===== src/hdl/halton_point_generator_core_defines.svh =====
// ---------------------------------------------------------------------------
// Halton point generator assertion macros
// Shared property wrappers, clocked on clk_i and disabled during reset.
// ---------------------------------------------------------------------------
`ifndef HALTON_POINT_GENERATOR_CORE_DEFINES_SVH
`define HALTON_POINT_GENERATOR_CORE_DEFINES_SVH

// same-cycle implication
`define HPG_ASSERT_NOW(lbl, ante, cons, msg) \
  lbl: assert property (@(posedge clk_i) disable iff (!rst_ni) (ante) |-> (cons)) \
    else $error(msg);

// next-cycle implication
`define HPG_ASSERT_NEXT(lbl, ante, cons, msg) \
  lbl: assert property (@(posedge clk_i) disable iff (!rst_ni) (ante) |=> (cons)) \
    else $error(msg);

`endif


===== src/hdl/hpg_pkg.sv =====
// ---------------------------------------------------------------------------
// Halton point generator package
// Payload types, register and request codes, prime and reciprocal tables.
// ---------------------------------------------------------------------------
package hpg_pkg;

  localparam int MAX_DIM_DEF    = 8;
  localparam int MAX_POINTS_DEF = 8;
  localparam int FRAC_BITS_DEF  = 32;

  localparam int IDX_W   = 32;
  localparam int VALUE_W = 32;
  localparam int BASE_W  = 5;
  // b^n < 19 * 2^32 for every base and index
  localparam int NUM_W   = 37;
  localparam int CFG_W   = 32;

  // register indexes
  localparam logic [1:0] CFG_SCRAMBLE = 2'd0;
  localparam logic [1:0] CFG_SEED     = 2'd1;
  localparam logic [1:0] CFG_DIM      = 2'd2;

  localparam logic SCR_NONE    = 1'b0;
  localparam logic SCR_REVERSE = 1'b1;

  localparam logic REQ_CONTINUE = 1'b0;
  localparam logic REQ_RESTART  = 1'b1;

  typedef struct packed {
    logic       req_type;
    logic [3:0] points;
  } in_item_t;

  typedef struct packed {
    logic [2:0]         point_offset;
    logic [2:0]         coordinate;
    logic [VALUE_W-1:0] value;
    logic               last;
  } out_item_t;

  function automatic logic [BASE_W-1:0] prime_base(input logic [2:0] k);
    logic [BASE_W-1:0] b;
    unique case (k)
      3'd0: b = 5'd2;
      3'd1: b = 5'd3;
      3'd2: b = 5'd5;
      3'd3: b = 5'd7;
      3'd4: b = 5'd11;
      3'd5: b = 5'd13;
      3'd6: b = 5'd17;
      3'd7: b = 5'd19;
      default: b = 5'd2;
    endcase
    return b;
  endfunction

  // floor(2^32 / b)
  function automatic logic [IDX_W-1:0] prime_recip(input logic [2:0] k);
    logic [IDX_W-1:0] m;
    unique case (k)
      3'd0: m = 32'h8000_0000;
      3'd1: m = 32'h5555_5555;
      3'd2: m = 32'h3333_3333;
      3'd3: m = 32'h2492_4924;
      3'd4: m = 32'h1745_D174;
      3'd5: m = 32'h13B1_3B13;
      3'd6: m = 32'h0F0F_0F0F;
      3'd7: m = 32'h0D79_435E;
      default: m = 32'h8000_0000;
    endcase
    return m;
  endfunction

endpackage


===== src/hdl/halton_point_generator_core.sv =====
// Per coordinate: a multiply step and a digit step for each base-b digit of the index
// (ceil(log_b(idx+1)) digits), a setup step, a long division of FRAC_BITS bits and the output load.
// A request of P points and D dimensions is accepted, then its P*D coordinates are done in turn,
// by one shared reciprocal multiplier and one compare/subtract; output stalls hold the output load.
// One request at a time; in_ready_o is high only between requests.
// Reset: scramble 0, seed 0, dimension 1, sequence index 0, no output pending.
// ---------------------------------------------------------------------------
// Halton point generator core
// Radical inverse of a running index in the first eight prime bases, with
// optional digit reversal, emitted as truncated unsigned fractions.
// ---------------------------------------------------------------------------
`include "halton_point_generator_core_defines.svh"

module halton_point_generator_core
  import hpg_pkg::*;
#(
  parameter int MAX_DIM    = MAX_DIM_DEF,
  parameter int MAX_POINTS = MAX_POINTS_DEF,
  parameter int FRAC_BITS  = FRAC_BITS_DEF
) (
  input  logic             clk_i,
  input  logic             rst_ni,
  input  logic             cfg_we_i,
  input  logic [1:0]       cfg_idx_i,
  input  logic [CFG_W-1:0] cfg_wdata_i,
  input  logic             in_valid_i,
  output logic             in_ready_o,
  input  in_item_t         in_data_i,
  output logic             out_valid_o,
  input  logic             out_ready_i,
  output out_item_t        out_data_o
);

  localparam int BIT_W = $clog2(FRAC_BITS + 1);

  localparam logic [2:0] ST_IDLE = 3'd0;
  localparam logic [2:0] ST_MUL  = 3'd1;
  localparam logic [2:0] ST_DIG  = 3'd2;
  localparam logic [2:0] ST_DIV  = 3'd3;
  localparam logic [2:0] ST_EMIT = 3'd4;

  logic [2:0]           state_q, state_d;
  logic [IDX_W-1:0]     idx_q, idx_d;
  logic                 scr_q, scr_d;
  logic [IDX_W-1:0]     seed_q, seed_d;
  logic [3:0]           dim_q, dim_d;
  logic                 out_valid_q, out_valid_d;
  out_item_t            out_q, out_d;

  logic [3:0]           pts_q, pts_d;
  logic [3:0]           dims_q, dims_d;
  logic [2:0]           pt_q, pt_d;
  logic [2:0]           coord_q, coord_d;
  logic [IDX_W-1:0]     rest_q, rest_d;
  logic [2*IDX_W-1:0]   prod_q, prod_d;
  logic [NUM_W-1:0]     num_q, num_d;
  logic [NUM_W-1:0]     den_q, den_d;
  logic [VALUE_W-1:0]   frac_q, frac_d;
  logic [BIT_W-1:0]     bit_q, bit_d;

  logic [BASE_W-1:0]    base;
  logic [IDX_W-1:0]     recip;
  logic [IDX_W-1:0]     q_est, q_fix, r_est, r_fix;
  logic [BASE_W-1:0]    digit;
  logic [NUM_W:0]       shifted;
  logic                 sub_ok;
  logic                 in_fire, emit_go, coord_last, pt_last;
  logic [IDX_W-1:0]     idx_sel;
  logic [3:0]           pts_clamp, dims_clamp;

  assign base  = prime_base(coord_q);
  assign recip = prime_recip(coord_q);

  // digit step: quotient estimate is exact or one low
  assign q_est = prod_q[2*IDX_W-1:IDX_W];
  assign r_est = rest_q - IDX_W'(q_est * IDX_W'(base));
  always_comb begin
    if (r_est >= IDX_W'(base)) begin
      q_fix = q_est + IDX_W'(1);
      r_fix = r_est - IDX_W'(base);
    end else begin
      q_fix = q_est;
      r_fix = r_est;
    end
    digit = r_fix[BASE_W-1:0];
    if (scr_q == SCR_REVERSE && digit != '0) begin
      digit = base - digit;
    end
  end

  assign shifted = {num_q, 1'b0};
  assign sub_ok  = shifted >= {1'b0, den_q};

  assign in_ready_o = (state_q == ST_IDLE);
  assign in_fire    = in_valid_i && in_ready_o;
  assign emit_go    = (state_q == ST_EMIT) && (!out_valid_q || out_ready_i);
  assign coord_last = ({1'b0, coord_q} + 4'd1) == dims_q;
  assign pt_last    = ({1'b0, pt_q} + 4'd1) == pts_q;

  assign idx_sel   = (in_data_i.req_type == REQ_RESTART) ? seed_q : idx_q;
  assign pts_clamp = (in_data_i.points > 4'(MAX_POINTS)) ? 4'(MAX_POINTS) : in_data_i.points;
  always_comb begin
    if (dim_q == 4'd0) begin
      dims_clamp = 4'd1;
    end else if (dim_q > 4'(MAX_DIM)) begin
      dims_clamp = 4'(MAX_DIM);
    end else begin
      dims_clamp = dim_q;
    end
  end

  always_comb begin
    state_d     = state_q;
    idx_d       = idx_q;
    scr_d       = scr_q;
    seed_d      = seed_q;
    dim_d       = dim_q;
    out_valid_d = out_valid_q && !out_ready_i;
    out_d       = out_q;
    pts_d       = pts_q;
    dims_d      = dims_q;
    pt_d        = pt_q;
    coord_d     = coord_q;
    rest_d      = rest_q;
    prod_d      = prod_q;
    num_d       = num_q;
    den_d       = den_q;
    frac_d      = frac_q;
    bit_d       = bit_q;

    if (cfg_we_i) begin
      unique case (cfg_idx_i)
        CFG_SCRAMBLE: scr_d  = cfg_wdata_i[0];
        CFG_SEED:     seed_d = cfg_wdata_i[IDX_W-1:0];
        CFG_DIM:      dim_d  = cfg_wdata_i[3:0];
        default: ;
      endcase
    end

    unique case (state_q)
      ST_IDLE: begin
        if (in_fire) begin
          idx_d   = idx_sel;
          pts_d   = pts_clamp;
          dims_d  = dims_clamp;
          pt_d    = '0;
          coord_d = '0;
          rest_d  = idx_sel;
          num_d   = '0;
          den_d   = NUM_W'(1);
          if (pts_clamp != 4'd0) begin
            state_d = ST_MUL;
          end
        end
      end
      ST_MUL: begin
        if (rest_q == '0) begin
          frac_d  = '0;
          bit_d   = BIT_W'(FRAC_BITS);
          state_d = ST_DIV;
        end else begin
          prod_d  = (2*IDX_W)'(rest_q) * (2*IDX_W)'(recip);
          state_d = ST_DIG;
        end
      end
      ST_DIG: begin
        rest_d  = q_fix;
        num_d   = NUM_W'(num_q * NUM_W'(base)) + NUM_W'(digit);
        den_d   = NUM_W'(den_q * NUM_W'(base));
        state_d = ST_MUL;
      end
      ST_DIV: begin
        if (sub_ok) begin
          num_d = NUM_W'(shifted - {1'b0, den_q});
        end else begin
          num_d = shifted[NUM_W-1:0];
        end
        frac_d = {frac_q[VALUE_W-2:0], sub_ok};
        bit_d  = bit_q - BIT_W'(1);
        if (bit_q == BIT_W'(1)) begin
          state_d = ST_EMIT;
        end
      end
      ST_EMIT: begin
        if (emit_go) begin
          out_valid_d        = 1'b1;
          out_d.point_offset = pt_q;
          out_d.coordinate   = coord_q;
          out_d.value        = frac_q;
          out_d.last         = pt_last && coord_last;
          num_d              = '0;
          den_d              = NUM_W'(1);
          if (coord_last) begin
            coord_d = '0;
            pt_d    = pt_q + 3'd1;
            idx_d   = idx_q + IDX_W'(1);
            rest_d  = idx_q + IDX_W'(1);
          end else begin
            coord_d = coord_q + 3'd1;
            rest_d  = idx_q;
          end
          state_d = (pt_last && coord_last) ? ST_IDLE : ST_MUL;
        end
      end
      default: state_d = ST_IDLE;
    endcase
  end

  always_ff @(posedge clk_i or negedge rst_ni) begin
    if (!rst_ni) begin
      state_q     <= ST_IDLE;
      idx_q       <= '0;
      scr_q       <= SCR_NONE;
      seed_q      <= '0;
      dim_q       <= 4'd1;
      out_valid_q <= 1'b0;
    end else begin
      state_q     <= state_d;
      idx_q       <= idx_d;
      scr_q       <= scr_d;
      seed_q      <= seed_d;
      dim_q       <= dim_d;
      out_valid_q <= out_valid_d;
    end
  end

  always_ff @(posedge clk_i) begin
    out_q   <= out_d;
    pts_q   <= pts_d;
    dims_q  <= dims_d;
    pt_q    <= pt_d;
    coord_q <= coord_d;
    rest_q  <= rest_d;
    prod_q  <= prod_d;
    num_q   <= num_d;
    den_q   <= den_d;
    frac_q  <= frac_d;
    bit_q   <= bit_d;
  end

  assign out_valid_o = out_valid_q;
  assign out_data_o  = out_q;

  `HPG_ASSERT_NOW(a_digit_lt_base, state_q == ST_DIG, r_fix < IDX_W'(base), "digit not below base")
  `HPG_ASSERT_NOW(a_num_lt_den, state_q == ST_MUL || state_q == ST_DIV, num_q < den_q, "fraction numerator not below denominator")
  `HPG_ASSERT_NEXT(a_last_to_idle, emit_go && pt_last && coord_last, state_q == ST_IDLE && out_valid_q && out_q.last, "final coordinate did not end the request")

endmodule

===== config.mk =====
export PLATFORM = sky130hd
export DESIGN_NAME = halton_point_generator_core
export DESIGN_NICKNAME = d
export VERILOG_FILES = /design/src/hdl/hpg_pkg.sv /design/src/hdl/halton_point_generator_core.sv
export VERILOG_INCLUDE_DIRS = /design/src /design/src/hdl
export SDC_FILE = /design/constraint.sdc
export NUM_CORES = 2
export LEC_CHECK = 0
export BUFFER_PORTS_ARGS = -buffer_cell sky130_fd_sc_hd__buf_2
export CAP_MARGIN = 15
export CORE_UTILIZATION = 30
export CTS_BUF_LIST = sky130_fd_sc_hd__clkbuf_2
export DETAILED_ROUTE_END_ITERATION = 8
export GPL_ROUTABILITY_DRIVEN = 0
export PLACE_DENSITY = 0.52
export SYNTH_ARGS = -nofsm -noshare
export SYNTH_HDL_FRONTEND = slang
export SYNTH_SLANG_ARGS = --single-unit

===== constraint.sdc =====
create_clock -name clk_i -period 18.9 [get_ports clk_i]
set_clock_uncertainty 0.2 [all_clocks]
set_input_delay 1.89 -clock clk_i [delete_from_list [all_inputs] [get_ports clk_i]]
set_output_delay 1.89 -clock clk_i [all_outputs]
set_load 0.01 [all_outputs]

=== Word level (Yosys, flattened, before mapping) ===
Memory sizes are Yosys's and may differ from the RTL's. A register that Yosys moved wholly into a read port is not among the register bits.
Index checks and enable logic that the tools add are counted.

* Memory bits (read-only): 288
* Output and inout port bits: 41
* Word-level logic and storage cells: 130
* Latch bits: 0
* Bits in registers: 334
* Input bits: 44
* Memories kept: 2
* Bits in writable memories: 0

* Multiply operators: 4
* Equal/unequal tests: 15
* Div/mod/pow operators: 0
* Muxes and demuxes: 40
* Shifts and indexed selects: 0
* Bitwise operators: 1
* Reductions and logical operators: 31
* Add/sub/neg operators: 12
* $lt $le $gt $ge: 4

{| class="wikitable"
|+ Memory list
! name !! words !! width !! rd ports !! clocked after memory_dff !! wr ports !! line !! text
|-
| (name not given) || 8 || 31 || 1 || 1 || 0 || hpg_pkg.sv:60 || <nowiki>unique case (k)</nowiki>
|-
| (name not given) || 8 || 5 || 1 || 1 || 0 || hpg_pkg.sv:43 || <nowiki>unique case (k)</nowiki>
|}

{| class="wikitable"
|+ Operator list
! cell !! number
|-
| 32-bit two-way mux || 6
|-
| 37-bit two-way mux || 5
|-
| 37-bit case mux with 4 select lines || 1
|-
| 32-bit case mux with 2 select lines || 2
|-
| 37-bit case mux with 3 select lines || 1
|-
| 32-bit case mux with 3 select lines || 1
|-
| 37-bit by 5-bit multiplier with 37-bit output || 2
|-
| 32-bit by 1-bit adder with 32-bit output (second input constant) || 2
|-
| 32-bit by 32-bit multiplier with 64-bit output || 1
|-
| 38-bit by 37-bit greater-or-equal comparator with 1-bit output || 1
|-
| 37-bit by 5-bit adder with 37-bit output || 1
|-
| 37-bit subtractor || 1
|-
| 3-bit two-way mux || 11
|-
| 32-bit by 5-bit greater-or-equal comparator with 1-bit output || 1
|-
| 32-bit zero test || 1
|-
| 32-bit by 5-bit multiplier with 32-bit output || 1
|-
| 32-bit subtractor || 1
|-
| 3-bit case mux with 5 select lines || 1
|-
| 2-bit AND reduction || 7
|-
| 3-bit case mux with 2 select lines || 2
|-
| 6-bit case mux with 2 select lines || 1
|-
| 5-bit two-way mux || 2
|-
| 5-bit subtractor || 2
|-
| 3-bit AND reduction || 3
|-
| other kinds (29) || 50
|}

=== Logic depth before layout (Yosys ltp) ===
* Word-level depth: 9
* Depth in mapped cells: 51
* Depth with buffers taken out: 49

=== Least setup slack after synthesis ===
No wires, ideal clock.

* Path kind: flip-flop to flip-flop
* Start: register base[0] (netlist name)
* End: register num_q[36], data pin
* Slack: 7.421 ns
* Buffers on the path: 3
* Setup time: 0.275 ns
* Clock period less this slack: 11.479 ns
* Data required time: 18.425 ns
* Cell stages (with the launch flop): 51
* Arrival time: 11.005 ns
* Path through: dfxtp_1 -> clkbuf_1 -> inv_1 -> clkbuf_1 -> nor2_1 -> fa_1 -> inv_1 -> fa_1 -> inv_1 -> fa_1 -> inv_1 -> ha_1 -> buf_2 -> and4_1 -> o311ai_2 -> a31o_4 -> a2111oi_4 -> o31ai_1 -> (+15 left out) -> inv_1 -> fa_1 -> inv_1 -> ha_1 -> nor2b_1 -> o21ai_0 -> a21oi_1 -> o21bai_1 -> a211oi_1 -> o2111a_1 -> o31ai_1 -> o41ai_1 -> a21oi_1 -> nor2b_1 -> or4_1 -> a31oi_1 -> xnor2_1 -> o221ai_1

* Longest elaborated chain between the ends: 9
* Elaborated cells between the ends (all ways): 12
* Those cells by class: add/sub (4); mul (2); order compare (1); mux (3); reduce/logical (2)

{| class="wikitable"
|+ Ends and longest elaborated chain
! item !! line !! text
|-
| parallel branches: the longest is 7 deep, another holds 32-bit by 5-bit multiplier with 32-bit output || n/a ||
|-
| 37-bit by 5-bit adder with 37-bit output * || halton_point_generator_core.sv:168 || <nowiki>num_d = NUM_W'(num_q * NUM_W'(base)) + NUM_W'(digit);</nowiki>
|-
| 37-bit case mux with 4 select lines * || halton_point_generator_core.sv:140 || <nowiki>unique case (state_q)</nowiki>
|-
| end signal, assigned || halton_point_generator_core.sv:235 || <nowiki>num_q <= num_d;</nowiki>
|-
| end, declared || halton_point_generator_core.sv:56 || <nowiki>logic [NUM_W-1:0] num_q, num_d;</nowiki>
|}

Every way passes the cells marked *.
A chain may end at the register's enable or synchronous reset.

==> results.json <==
{
  "die_h_um": 459.0,
  "grt_first_pass_wirelength_um": 304700,
  "fmax_mhz": 73.67,
  "syn_inst": 6777,
  "yosys.area.top_type": "fa_1",
  "criticalPathCategory": "flop to flop",
  "arrival_ps": 14370,
  "drc": 0,
  "crit_path_max_fanout": 73,
  "hpwl_um": 152900,
  "syn_avg_cell_area_um2": 9.243,
  "vias_per_cell": 4.834,
  "syn2layout_area_growth_pct": 7.111,
  "setup_violations": 0,
  "status": "finished clean",
  "slowest_delay_ps": 790,
  "cts_tree": "done",
  "yosysMostFrequentCell": "inv_1",
  "seq_area_frac_synth_pct": 14.79,
  "fin_area_um2": 67100,
  "routed_wire_length_per_instance_um": 20.32,
  "dr_total_vias": 46450,
  "ys_warn_count": 0,
  "register_area_um2": 9288,
  "fill_cells": 21790,
  "cts_sinks": 330,
  "fin_crit_sh_pct": 71.82,
  "startpoint_type": "flop",
  "crit_required_ps": 19700,
  "synthTopCellsByArea": "fa_1 (38%), edfxtp_1 (11%), ha_1 (9.9%), inv_1 (8.5%), nand2_1 (5.2%)",
  "synth.distinct_cells": 99,
  "post_dp_cell_area_um2": 66170,
  "yosys_most_used_dff": "edfxtp_1",
  "grt_max_degree": 74,
  "holdCritPathClass": "flop to flop",
  "drive_gt1_share_pct": 6.091,
  "synth_area_um2": 62640,
  "core_area_um2": 207300,
  "crit_path_frequent_cell": "fa_1",
  "firstDrtPassIters": 6,
  "ios": 85,
  "critPathCaptureType": "flop",
  "cts_root_buf": "clkbuf_2",
  "tightest_slew_ps": 1370,
  "crit_buf_inv": 6,
  "nets": 8457,
  "syn-num-nets": 8491,
  "placementRows": 167,
  "antenna_found_initial": 9,
  "cts_hold_buffers": 0,
  "hold_viol": 0,
  "post_cts_resize_count": 0,
  "postRouteAntennaNets": 0,
  "maxSlewViolCount": 0,
  "clk_pin_slew_ps": 110,
  "synth.top_cell.area_share_pct": 37.58,
  "fin_tns_setup_ps": 0,
  "synth_edf_count": 229,
  "die_x_um": 459.0,
  "synthTopCellsByCount": "inv_1 (1413), fa_1 (1176), nand2_1 (867)",
  "ys_seq_elements": 330,
  "fp.dieArea_um2": 210600,
  "first_global_vias": 49970,
  "period_needed_ps": 13570,
  "multiInputGateArea_um2": 47000,
  "grt-ovfl-total": 0,
  "grt.total_usage_pct": 18.92,
  "wirelength_um": 195200,
  "drt_iter0_markers": 3024,
  "async_reset_ff_share_pct": 22.12,
  "post_cts.repair.setup_buffers": 0,
  "clkLatencyLatePin_ps": 1410,
  "htree_levels": 3,
  "critPathSlowestCell": "buf_4",
  "cts_buffers": 86,
  "max-slew-margin-rel_pct": 8.637,
  "cts_buffer_depth": 3,
  "cap_violations": 0,
  "start_util_pct": 30.22,
  "cp_top_family": "compound AO/OA/AOI/OAI gates",
  "io_buffers": 84,
  "rsz0062_at_grt": "no"
}
-- logic make-up after synthesis --
family          count (synthesis)  share of synthesized area (%)
compound gates                716                          7.276
xor+xnor                      212                          2.964
mux                            83                          1.420
simple gates                 2056                          15.80
buf+inv                      1709                          10.28
fa+ha+maj                    1671                          47.47
flops                         330                          14.79
-- area by class of cell --
cell class                 count  area share [%]
sequential                   330           13.84
antenna                        7         0.02611
tap                         2788           5.199
timing repair buffer         172           1.615
clock inverter                39          0.4699
multi-input combinational   4738           70.04
inverter                    1415           7.916
clock buffer                 119          0.8876
-- cell usage in the layout, fill, tap and decap left out, types with 77 or more instances in the layout --
cell type	netlist	layout
nor2_1	296	292
nand2_1	867	866
edfxtp_1	229	229
ha_1	494	494
clkbuf_2	0	119
a21oi_1	203	203
xor2_1	81	81
inv_1	1413	1413
fa_1	1176	1176
buf_4	2	89
buf_2	9	83
xnor2_1	131	131
o21ai_0	173	172
nand3_1	77	77
and2_1	518	517
-- registers in the layout, summed over array words and instances, names as in the netlist, 6 cells and up --
name,count
out_data_o,39
idx_q,32
den_q,37
bit_q,6
recip,24
rest_q,32
num_q,37
seed_q,32
prod_q,32
frac_q,32
-- final timing paths --
check / from / depth (start not counted) / to / slack (ps)
max: recip[27] / 46 / num_q[36] / 5330
min: frac_q[26] / 0 / out_data_o[27] / 230
max reg2reg: recip[27] / 46 / num_q[36] / 5330
min reg2reg: frac_q[26] / 0 / out_data_o[27] / 230
max in group asynchronous: rst_ni / 1 / idx_q[27] / 17300
min in group asynchronous: rst_ni / 1 / idx_q[11] / 490
-- worst reg2reg max path: cells and delay by family (launching register included) --
kind,cells,cell delay (ps)
flip-flops,1,780
XOR/XNOR,3,350
AND/OR/NAND/NOR,10,2150
AO/OA/AOI/OAI,18,4590
adder cells (fa/ha/maj),9,4090
buffers and inverters,6,1040
-- layer usage --
metal / share of wire [%] / wire (um) / track usage [%] / vias to the layer above
met1: 43 / 84920 / 25.07 / 23910
li1: - / - / - / 20950
met3: 5.7 / 11120 / 2.704 / 271
met4: 2.7 / 5332 / 5.387 / 10
met5: 0.034 / 67 / 0 / -
met2: 48 / 93780 / 31.95 / 1302
-- through the flow --
step	util, %	hold slack [ps]	std cells	setup WS (ps)
final	32.37	225.0	9608	5326
after global routing	32.37	260.8	9606	4482
after CTS	32.36	184.9	9601	5350
after detailed placement	31.92	206.6	9443	5473
after global placement	31.92	202.2	9443	5570
after floorplan	-	200.3	6777	7421
Power is not shown: default switching activity piles up to over one toggle a cycle in this logic, so the estimate is an artifact.
